## config.mk

```make
export PLATFORM = sky130hd
export DESIGN_NAME = double_ended_scratch_allocator_core
export DESIGN_NICKNAME = d
export VERILOG_FILES = /design/src/design/dsa_pkg.sv /design/src/design/dsa_marker_stack.sv /design/src/design/double_ended_scratch_allocator_core.sv
export SDC_FILE = /design/constraint.sdc
export NUM_CORES = 1
export LEC_CHECK = 0
export BUFFER_PORTS_ARGS = -buffer_cell sky130_fd_sc_hd__buf_2
export CAP_MARGIN = 20
export CORE_MARGIN = 4
export CORE_UTILIZATION = 45
export DETAILED_ROUTE_END_ITERATION = 6
export PLACE_DENSITY_LB_ADDON = 0.08
export SYNTH_ARGS = -nofsm -noshare
export SYNTH_HDL_FRONTEND = slang
export SYNTH_HIERARCHICAL = 1
export SYNTH_SLANG_ARGS = --single-unit
```

## constraint.sdc

```tcl
create_clock -name i_clk -period 6.6 [get_ports i_clk]
set_input_delay 0.99 -clock i_clk [delete_from_list [all_inputs] [get_ports i_clk]]
set_output_delay 0.99 -clock i_clk [all_outputs]
set_load 0.02 [all_outputs]
```

## src/design/dsa_pkg.sv

```systemverilog
// package for the double-ended scratch allocator
// command and status codes, alignment constant, marker control struct
// no dependencies
`default_nettype none

package dsa_pkg;

    localparam int MARKER_DEPTH_DEF = 16;
    localparam int SIZE_BITS_DEF    = 20;
    localparam int ALIGN_BYTES      = 8;
    localparam int RESET_BYTES      = 65536;

    localparam int CMD_W  = 3;
    localparam int STAT_W = 3;

    localparam logic [CMD_W-1:0] CMD_STACK_ALLOC  = 3'd0;
    localparam logic [CMD_W-1:0] CMD_PUSH_MARKER  = 3'd1;
    localparam logic [CMD_W-1:0] CMD_POP_MARKER   = 3'd2;
    localparam logic [CMD_W-1:0] CMD_BUFFER_ALLOC = 3'd3;
    localparam logic [CMD_W-1:0] CMD_TOGGLE       = 3'd4;

    localparam logic [STAT_W-1:0] ST_OK      = 3'd0;
    localparam logic [STAT_W-1:0] ST_ZERO    = 3'd1;
    localparam logic [STAT_W-1:0] ST_OOM     = 3'd2;
    localparam logic [STAT_W-1:0] ST_FULL    = 3'd3;
    localparam logic [STAT_W-1:0] ST_NOMARK  = 3'd4;
    localparam logic [STAT_W-1:0] ST_DISCARD = 3'd5;

    typedef struct packed {
        logic push;
        logic pop;
        logic clear;
    } t_mark_ctl;

endpackage

`default_nettype wire

```

## src/design/dsa_marker_stack.sv

```systemverilog
// marker stack: saved stack tops in a small memory with a cached top entry
// depends on dsa_pkg
`default_nettype none

module dsa_marker_stack
    import dsa_pkg::*;
#(
    parameter int MARKER_DEPTH = MARKER_DEPTH_DEF,
    parameter int VAL_W        = SIZE_BITS_DEF + 1
) (
    input  wire logic             i_clk,
    input  wire logic             i_rst_n,
    input  wire t_mark_ctl        i_ctl,
    input  wire logic [VAL_W-1:0] i_wdata,
    output logic      [VAL_W-1:0] o_top,
    output logic                  o_empty,
    output logic                  o_full
);

    localparam int IDX_W = (MARKER_DEPTH > 1) ? $clog2(MARKER_DEPTH) : 1;
    localparam logic [IDX_W-1:0] IDX_LAST = IDX_W'(MARKER_DEPTH - 1);

    logic [VAL_W-1:0] r_mem [MARKER_DEPTH];
    logic [IDX_W-1:0] r_idx;
    logic [IDX_W-1:0] n_idx;
    logic [VAL_W-1:0] r_top;
    logic [VAL_W-1:0] n_top;
    logic [VAL_W-1:0] r_rdata;
    logic [IDX_W-1:0] rd_addr;

    always_comb begin
        n_idx = r_idx;
        n_top = r_top;
        priority if (i_ctl.clear) begin
            n_idx = '0;
        end else if (i_ctl.push) begin
            n_idx = r_idx + IDX_W'(1);
            n_top = i_wdata;
        end else if (i_ctl.pop) begin
            n_idx = r_idx - IDX_W'(1);
            n_top = r_rdata;
        end else begin
            // hold
        end
    end

    // prefetch the entry below the new top
    assign rd_addr = (n_idx == '0) ? '0 : n_idx - IDX_W'(1);

    always_ff @(posedge i_clk) begin
        if (!i_rst_n) begin
            r_idx <= '0;
        end else begin
            r_idx <= n_idx;
        end
    end

    always_ff @(posedge i_clk) begin
        r_top <= n_top;
    end

    always_ff @(posedge i_clk) begin
        if (i_ctl.push && !i_ctl.clear) begin
            r_mem[n_idx] <= i_wdata;
        end
        r_rdata <= r_mem[rd_addr];
    end

    assign o_top   = r_top;
    assign o_empty = (r_idx == '0);
    assign o_full  = (r_idx == IDX_LAST);

endmodule

`default_nettype wire

```

## src/design/double_ended_scratch_allocator_core.sv

```systemverilog
// top level of the double-ended scratch allocator
// depends on dsa_pkg and dsa_marker_stack
//
// usage:
//   command channel: i_cmd and i_nbytes are taken at a rising edge with
//   i_start high and o_busy low. o_busy is always low, so one item can be
//   issued every cycle.
//   result channel: o_done is high for exactly one cycle with o_status,
//   o_address, o_section, o_stack_used, o_buffer_used and o_free_bytes.
//   the receiver cannot stall; results must be taken when o_done is high.
//   pipeline: the accepting edge loads the input register, and the result
//   register then takes the result.
//   throughput: one item per cycle; the stack top, buffer point and marker
//   stack are updated between the two registers.
//   configuration: i_cfg_we writes i_cfg_wdata as the section size, clamped
//   to 2^SIZE_BITS and rounded up to the alignment; it is adopted at the
//   next toggle command.
//   reset: synchronous active-low i_rst_n empties both ends, selects
//   section 0, sets the section size to its reset value and drops any
//   item in flight.
`default_nettype none

module double_ended_scratch_allocator_core
    import dsa_pkg::*;
#(
    parameter int MARKER_DEPTH = MARKER_DEPTH_DEF,
    parameter int SIZE_BITS    = SIZE_BITS_DEF
) (
    input  wire logic                 i_clk,
    input  wire logic                 i_rst_n,
    input  wire logic                 i_start,
    output logic                      o_busy,
    input  wire logic [CMD_W-1:0]     i_cmd,
    input  wire logic [SIZE_BITS-1:0] i_nbytes,
    input  wire logic                 i_cfg_we,
    input  wire logic [SIZE_BITS:0]   i_cfg_wdata,
    output logic                      o_done,
    output logic [STAT_W-1:0]         o_status,
    output logic [SIZE_BITS:0]        o_address,
    output logic                      o_section,
    output logic [SIZE_BITS:0]        o_stack_used,
    output logic [SIZE_BITS:0]        o_buffer_used,
    output logic [SIZE_BITS:0]        o_free_bytes
);

    localparam int VAL_W = SIZE_BITS + 1;
    localparam logic [VAL_W-1:0] SIZE_LIMIT  = {1'b1, {SIZE_BITS{1'b0}}};
    localparam logic [VAL_W-1:0] ALIGN_ADD   = VAL_W'(ALIGN_BYTES - 1);
    localparam logic [VAL_W-1:0] ALIGN_MASK  = ~ALIGN_ADD;
    localparam logic [VAL_W-1:0] RESET_SIZE  =
        (SIZE_BITS >= 16) ? VAL_W'(RESET_BYTES) : SIZE_LIMIT;

    // input register
    logic                 r_vld;
    logic [CMD_W-1:0]     r_cmd;
    logic [SIZE_BITS-1:0] r_nbytes;

    // allocator state
    logic [VAL_W-1:0] r_region;
    logic [VAL_W-1:0] n_region;
    logic [VAL_W-1:0] r_act_size;
    logic [VAL_W-1:0] n_act_size;
    logic [VAL_W-1:0] r_stack_top;
    logic [VAL_W-1:0] n_stack_top;
    logic [VAL_W-1:0] r_buf_pt;
    logic [VAL_W-1:0] n_buf_pt;
    logic             r_section;
    logic             n_section;

    // result register
    logic              r_done;
    logic [STAT_W-1:0] r_status;
    logic [STAT_W-1:0] n_status;
    logic [VAL_W-1:0]  r_address;
    logic [VAL_W-1:0]  n_address;
    logic [VAL_W-1:0]  r_stack_used;
    logic [VAL_W-1:0]  r_buffer_used;
    logic [VAL_W-1:0]  r_free_bytes;

    logic [VAL_W-1:0] cfg_clamped;
    logic [VAL_W-1:0] req_round;
    logic [VAL_W:0]   alloc_end;
    logic             oom;
    t_mark_ctl        mark_ctl;
    logic [VAL_W-1:0] mark_top;
    logic             mark_empty;
    logic             mark_full;

    assign o_busy = 1'b0;

    // config clamp and round up
    always_comb begin
        cfg_clamped = (i_cfg_wdata > SIZE_LIMIT) ? SIZE_LIMIT : i_cfg_wdata;
        n_region    = (cfg_clamped + ALIGN_ADD) & ALIGN_MASK;
    end

    assign req_round = ({1'b0, r_nbytes} + ALIGN_ADD) & ALIGN_MASK;
    assign alloc_end = {1'b0, r_stack_top} + {1'b0, req_round};
    assign oom       = (alloc_end >= {1'b0, r_buf_pt});

    always_comb begin
        n_stack_top    = r_stack_top;
        n_buf_pt       = r_buf_pt;
        n_act_size     = r_act_size;
        n_section      = r_section;
        n_status       = ST_OK;
        n_address      = '0;
        mark_ctl       = '0;
        if (r_vld) begin
            unique case (r_cmd)
                CMD_STACK_ALLOC: begin
                    if (r_nbytes == '0) begin
                        n_status = ST_ZERO;
                    end else if (oom) begin
                        n_status = ST_OOM;
                    end else begin
                        n_address   = r_stack_top;
                        n_stack_top = alloc_end[VAL_W-1:0];
                    end
                end
                CMD_PUSH_MARKER: begin
                    if (mark_full) begin
                        n_status = ST_FULL;
                    end else begin
                        mark_ctl.push = 1'b1;
                    end
                end
                CMD_POP_MARKER: begin
                    if (mark_empty) begin
                        n_status = ST_NOMARK;
                    end else begin
                        mark_ctl.pop = 1'b1;
                        n_stack_top  = mark_top;
                    end
                end
                CMD_BUFFER_ALLOC: begin
                    if (r_nbytes == '0) begin
                        n_status = ST_ZERO;
                    end else if (oom) begin
                        n_status = ST_OOM;
                    end else begin
                        n_buf_pt  = r_buf_pt - req_round;
                        n_address = r_buf_pt - req_round;
                    end
                end
                CMD_TOGGLE: begin
                    if (!mark_empty) begin
                        n_status = ST_DISCARD;
                    end
                    mark_ctl.clear = 1'b1;
                    n_act_size     = r_region;
                    n_section      = ~r_section;
                    n_stack_top    = '0;
                    n_buf_pt       = r_region;
                end
                default: begin
                end
            endcase
        end
    end

    dsa_marker_stack #(
        .MARKER_DEPTH(MARKER_DEPTH),
        .VAL_W       (VAL_W)
    ) u_marker (
        .i_clk  (i_clk),
        .i_rst_n(i_rst_n),
        .i_ctl  (mark_ctl),
        .i_wdata(r_stack_top),
        .o_top  (mark_top),
        .o_empty(mark_empty),
        .o_full (mark_full)
    );

    always_ff @(posedge i_clk) begin
        if (!i_rst_n) begin
            r_vld       <= 1'b0;
            r_done      <= 1'b0;
            r_region    <= RESET_SIZE;
            r_act_size  <= RESET_SIZE;
            r_stack_top <= '0;
            r_buf_pt    <= RESET_SIZE;
            r_section   <= 1'b0;
        end else begin
            r_vld       <= i_start && !o_busy;
            r_done      <= r_vld;
            if (i_cfg_we) begin
                r_region <= n_region;
            end
            r_act_size  <= n_act_size;
            r_stack_top <= n_stack_top;
            r_buf_pt    <= n_buf_pt;
            r_section   <= n_section;
        end
    end

    always_ff @(posedge i_clk) begin
        r_cmd         <= i_cmd;
        r_nbytes      <= i_nbytes;
        r_status      <= n_status;
        r_address     <= n_address;
        r_stack_used  <= n_stack_top;
        r_buffer_used <= n_act_size - n_buf_pt;
        r_free_bytes  <= n_buf_pt - n_stack_top;
    end

    assign o_done        = r_done;
    assign o_status      = r_status;
    assign o_address     = r_address;
    assign o_section     = r_section;
    assign o_stack_used  = r_stack_used;
    assign o_buffer_used = r_buffer_used;
    assign o_free_bytes  = r_free_bytes;

endmodule

`default_nettype wire
```

==> results.cfg, run 1 <==
[run_status]
status = finished, violations left
violations = setup timing

[yosys]
synth.top_cell.area_share = 0.406
syn_area_per_cell_sq_um = 11.0
synth_edf_count = 357
yosys_most_used_dff = edfxtp_1
yosysUniqueCellTypes = 94
ys_seq_area_frac = 0.572
syn-instance-count = 2407
ys_ff_latch = 576
synthArstFlopShare = 0
yosys-top-cells-area = edfxtp_1, dfxtp_1, ha_1, nand2_1, o21ai_0
yosys.area.top_type = edfxtp_1
synth_common_cells = edfxtp_1, nand2_1, dfxtp_1
yosysWarningCount = 6
syn-num-nets = 2559
netlist_area_sq_um = 26400
yosysMostFrequentCell = edfxtp_1

[power]
power_switching_w = 0.00203
p_clk_frac = 0.415
p_leak_nw = 13.3
pwr-share-seq = 0.470
irDropWorstVdd_mv = 0.241
switching_share = 0.244
internal_power_w = 0.00628
p_comb_frac = 0.115
power.density_nw_per_um2 = 249

[critical_path]
crit_top_cell = xnor2_1
reg2reg_slack_ps = -400
cp.arrival_ps = 7560
reg2reg_depth = 33
crit_fanout = 8
path_class = flip-flop to flip-flop
cp.required_ps = 7160
start_kind = flip-flop
crit_start = r_nbytes[0]
cpPeakStageDelay_ps = 420
endpoint_kind = flip-flop
crit_path_end = o_free_bytes[20]
timing.rr.end = o_free_bytes[20]
r2r-start = r_nbytes[0]
critPathSlowestCell = or3_1

[floorplanning]
io_pins = 138
rows = 88
die_h_microns = 250
die_area_sq_um = 62600
start_util = 0.456
die_x_microns = 250
core_sq_um = 57900

[sta]
rsz0062_at_grt = yes
max-slew-margin-rel = 0.284
fin_crit_ps = 7000
holdWs_ps = 456
clock_skew_ps = 28.0
finalWorstSetupSlack_ps = -397
fin_crit_sh = 1.06
setup_viol = 14
hold_viol_final = 0
slew_violations = 0
setup_tns_ps = -2800
worstMarginPinSlew_ps = 1070
max_freq_mhz = 143

[detailed_routing]
via_count = 20500
routedWlPerCell_microns = 22.7
final_antenna_net_count = 0
firstDrtPassIters = 5
drc = 0
first_iter_violations = 1414
vias_per_cell = 5.62
routed_wl_mm = 82.9

[job]
cap_violations = 0

[layout]
layout-drive-gt1-share = 0.290
num-nets-final = 2985
stdcell_area_sq_um = 33300
synthToLayoutAreaGrowth_pct = 26.2

[grt]
grt.overflow.total = 0
antenna_found_initial = 0
grt_max_degree = 47
grt_pass1_vias = 20500
grt_pass1_wl_mm = 125
track_usage = 0.259

[clock_tree]
clkTransAtPathRegs_ps = 60
clockBufferDepth = 3
cts_sinks = 576
tritoncts = yes
cts_buffers = 58
htree_levels = 2
cts_root_buffer = clkbuf_16
worstSkewPairLatency_ps = 640

[placed_design]
place_congestion = 0.943
place_area_sq_um = 30000
portBuffers = 136
dp_hpwl_mm = 58.4

[min_path]
holdCritPathClass = flip-flop to flip-flop
-- worst min-delay path by stage --
stage                              from            end  slack, ps  depth (start not counted)
final                     r_act_size[0]  r_act_size[0]        460                          2
after global routing       i_nbytes[12]   r_nbytes[12]        450                          1
after CTS                  i_nbytes[12]   r_nbytes[12]        430                          1
after detailed placement  r_act_size[0]  r_act_size[0]        450                          2
after global placement    r_act_size[0]  r_act_size[0]        430                          2
after floorplan           r_act_size[0]  r_act_size[0]        420                          2
-- through the flow --
step                      setup slack, ps  power (W)   util  instances
after global routing                 -794    0.00861  0.576       3648
after floorplan                      -353    0.00444      -       2407
final                                -397    0.00832  0.576       3650
after global placement               -618    0.00480  0.517       3489
after detailed placement             -887    0.00480  0.517       3489
after CTS                            -354    0.00832  0.567       3634
-- layout by cell type, fill, tap and decap left out, types with 23 or more instances in the layout --
| cell type | netlist | layout |
|---|---|---|
| edfxtp_1 | 357 | 357 |
| nand2_1 | 331 | 328 |
| buf_4 | 7 | 320 |
| dfxtp_1 | 219 | 215 |
| buf_2 | 15 | 136 |
| nor2_1 | 138 | 131 |
| o21ai_0 | 133 | 110 |
| inv_1 | 115 | 106 |
| a21oi_1 | 119 | 101 |
| ha_1 | 100 | 80 |
| nand3_1 | 80 | 78 |
| a21o_1 | 62 | 62 |
| clkbuf_16 | 0 | 59 |
| xnor2_1 | 64 | 52 |
| and2_1 | 47 | 46 |
| a22oi_1 | 46 | 34 |
| mux2_2 | 37 | 32 |
| a211o_1 | 28 | 28 |
| o21ai_1 | 17 | 25 |
| a221oi_1 | 25 | 25 |
| nand2b_1 | 23 | 23 |
| xor2_1 | 30 | 23 |
-- metal layers --
metal | vias to the layer above | track usage | part of all wire
met5 | - | 0 | 0
met4 | 0 | 0.0972 | 0.041
met3 | 153 | 0.0304 | 0.047
met2 | 626 | 0.456 | 0.50
met1 | 10100 | 0.328 | 0.41
li1 | 9609 | - | -
-- power by group through the flow --
stage / logic (W) / registers [W] / clock network (W)
global placement: 0.000812 / 0.00399 / 0
detailed placement: 0.000817 / 0.00399 / 0
finish: 0.000953 / 0.00391 / 0.00345
CTS: 0.000884 / 0.00391 / 0.00353
global route: 0.00102 / 0.00391 / 0.00367
floorplan: 0.000400 / 0.00404 / 0
-- sequential cells by signal (all words and copies together) (netlist names) --
| signal | flops |
|---|---|
| o_address | 21 |
| o_buffer_used | 21 |
| o_done | 1 |
| o_free_bytes | 21 |
| o_section | 1 |
| o_stack_used | 21 |
| o_status | 3 |
| r_act_size | 21 |
| r_buf_pt | 21 |
| r_cmd | 3 |
| r_nbytes | 20 |
| r_region | 18 |
| r_stack_top | 21 |
| r_vld | 1 |
| u_marker/o_top | 21 |
| u_marker/r_idx | 4 |
| u_marker/r_mem | 336 |
| u_marker/r_rdata | 21 |
-- critical path: cells and delay by family, from the launching register on --
family / cells / cell delay, ps
AND/OR/NAND/NOR: 3 / 700
adder cells (fa/ha/maj): 4 / 1170
buffers and inverters: 3 / 560
flip-flops: 1 / 310
multiplexers: 1 / 310
AO/OA/AOI/OAI: 18 / 3230
XOR/XNOR: 4 / 690
-- cell type report --
cell class | count | area [sq um]
repair buffers | 479 | 3380
clock inverters | 32 | 392
diodes | 2 | 5.00
well taps | 765 | 957
inverters | 115 | 432
fillers | 4915 | 24600
flip-flops and latches | 576 | 15100
multi-input cells | 1603 | 11400
clock buffers | 78 | 1660
-- cells by family (layout without fill, tap and decap cells) --
group | Yosys count | in the layout | share of synthesized area
compound gates | 580 | 580 | 0.151
other cells | 1 | 3 | 0.000142
xor+xnor | 94 | 94 | 0.0312
mux | 57 | 57 | 0.0236
buf+inv | 228 | 704 | 0.0362
flops | 576 | 576 | 0.572
fa+ha+maj | 104 | 104 | 0.0504
simple gates | 767 | 767 | 0.136
-- timing repair --
action,4_1_cts,5_1_grt
pin swaps,70,50
hold buffers,0,0
setup endpoints to repair,26,31
buffers inserted,37,17
endpoints found under the hold margin,0,0
resized for setup,127,82
No activity file was read; power rests on OpenSTA's default activity.
==> run 2, diff against run 1 <==
- GPL_TIMING_DRIVEN: default -> 0
- clock period: 6.6 -> 5.7 ns (I/O delays scaled with it)
==> run 2 against run 1 <==
  * The flow still finishes with violations (setup timing)
  * Flip-flop and latch count unchanged
  * First-iteration DRC count rose by 21%
  * Combinational power rose by 16%
  * Highest routed layer unchanged
==> results.cfg, run 2 (synthesis results as in run 1) <==
[run_status]
status = finished, violations left
violations = setup timing

[sta]
slew_violations = 0
fin_crit_sh = 1.31
clock_skew_ps = 21.7
fin_crit_ps = 7440
holdWs_ps = 318
worstMarginPinSlew_ps = 1200
hold_viol_final = 0
setup_viol = 48
max_freq_mhz = 134
max-slew-margin-rel = 0.197
finalWorstSetupSlack_ps = -1740
rsz0062_at_grt = yes
setup_tns_ps = -37400

[detailed_routing]
first_iter_violations = 1718
vias_per_cell = 5.70
via_count = 20400
firstDrtPassIters = 6
final_antenna_net_count = 0
routedWlPerCell_microns = 23.6
routed_wl_mm = 84.4
drc = 0

[critical_path]
start_kind = flip-flop
cp.depth = 34
cp.arrival_ps = 8010
cpPeakStageDelay_ps = 420
reg2reg_depth = 34
endpoint_kind = flip-flop
path_class = flip-flop to flip-flop
crit_fanout = 4
worst-path-buf-inv = 2
critical-path-top-delay-family = compound AO/OA/AOI/OAI gates
critPathSlowestCell = or3_4
cp.required_ps = 6260

[clock_tree]
tritoncts = yes
htree_levels = 2
clockBufferDepth = 3
cts_buffers = 58
cts_hold_buffers = 0
clkTransAtPathRegs_ps = 60
cts_sinks = 576
cts_root_buffer = clkbuf_16
worstSkewPairLatency_ps = 630

[layout]
num-nets-final = 2916
diodes = 0
final_cell_mix = edfxtp_1, nand2_1, dfxtp_1
layout-drive-gt1-share = 0.267
synthToLayoutAreaGrowth_pct = 26.7
final_common_cell = edfxtp_1
regMostFlops = u_marker/r_mem
largest_reg_flops = 336
fill_cells = 4870

[grt]
grt_pass1_vias = 19900
grt_max_degree = 25
antenna_found_initial = 0
grt.overflow.total = 0
track_usage = 0.258
grt_pass1_wl_mm = 124

[placed_design]
place_congestion = 0.938
portBuffers = 136
dpl_worst_slack_ps = -3410
dp_hpwl_mm = 59.6

[power]
pwr-share-seq = 0.469
p_comb_frac = 0.115
p_total_w = 0.00965
irDropWorstVdd_mv = 0.301
switching_share = 0.242
internal_power_w = 0.00731
p_clk_frac = 0.415
power_switching_w = 0.00234
power.density_nw_per_um2 = 288
p_leak_nw = 12.8

[floorplanning]
start_util = 0.456
rows = 88
die_area_sq_um = 62600
die_h_microns = 250
core_sq_um = 57900
io_pins = 138
die_x_microns = 250

[job]
cap_violations = 0

[min_path]
holdCritPathClass = input pin to flip-flop
holdPathStages = 1
-- run 2: changes by cell type in the layout (fill, tap and decap cells not counted), sizes merged --
cell           delta
diode             -2
bufinv            +1
clkinvlp          -3
clkdlybuf4s15     +2
clkbuf           +75
clkinv            -2
buf             -145
-- run 2: worst paths after layout --
path	startpoint	end	slack [ps]
setup / recovery	r_nbytes[2]	o_free_bytes[20]	-1740
hold / removal	i_cmd[2]	r_cmd[2]	320
setup reg to reg	r_nbytes[2]	o_free_bytes[20]	-1740
hold reg to reg	r_act_size[0]	r_act_size[0]	470
-- run 2: cell type report --
| type | instances | area [sq um] | area share |
|---|---|---|---|
| Clock buffer | 79 | 1670 | 0.0500 |
| Timing Repair Buffer | 299 | 2270 | 0.0679 |
| Inverter | 115 | 437 | 0.0131 |
| Tap cell | 765 | 957 | 0.0286 |
| Buffer | 111 | 569 | 0.0170 |
| Multi-Input combinational cell | 1603 | 12100 | 0.361 |
| Clock inverter | 28 | 359 | 0.0107 |
| Sequential cell | 576 | 15100 | 0.452 |
-- run 2: metrics by stage --
stage	utilization	instances	cell area (sq um)
detailed placement	0.495	3339	28700
CTS	0.552	3520	32000
floorplan	-	2407	26500
global route	0.578	3576	33500
global placement	0.486	3308	28200
finish	0.578	3576	33500
-- run 2: per-layer routing --
| metal | routed length [microns] | GRT usage |
|---|---|---|
| met1 | 34500 | 0.331 |
| met2 | 41400 | 0.444 |
| met3 | 4690 | 0.0357 |
| met4 | 3890 | 0.100 |
| met5 | 0 | 0 |
-- run 2: power groups by stage --
stage / clock network, W / registers, W / logic (W)
floorplan: 0 / 0.00468 / 0.000464
global placement: 0 / 0.00461 / 0.000808
detailed placement: 0 / 0.00461 / 0.000814
CTS: 0.00408 / 0.00453 / 0.000940
global route: 0.00426 / 0.00453 / 0.00119
finish: 0.00401 / 0.00453 / 0.00111
-- run 2: repair_timing --
| item | CTS | global route |
|---|---|---|
| pin swaps | 64 | 105 |
| setup buffers | 74 | 56 |
| gates resized for setup | 142 | 218 |
| setup endpoints to repair | 341 | 291 |
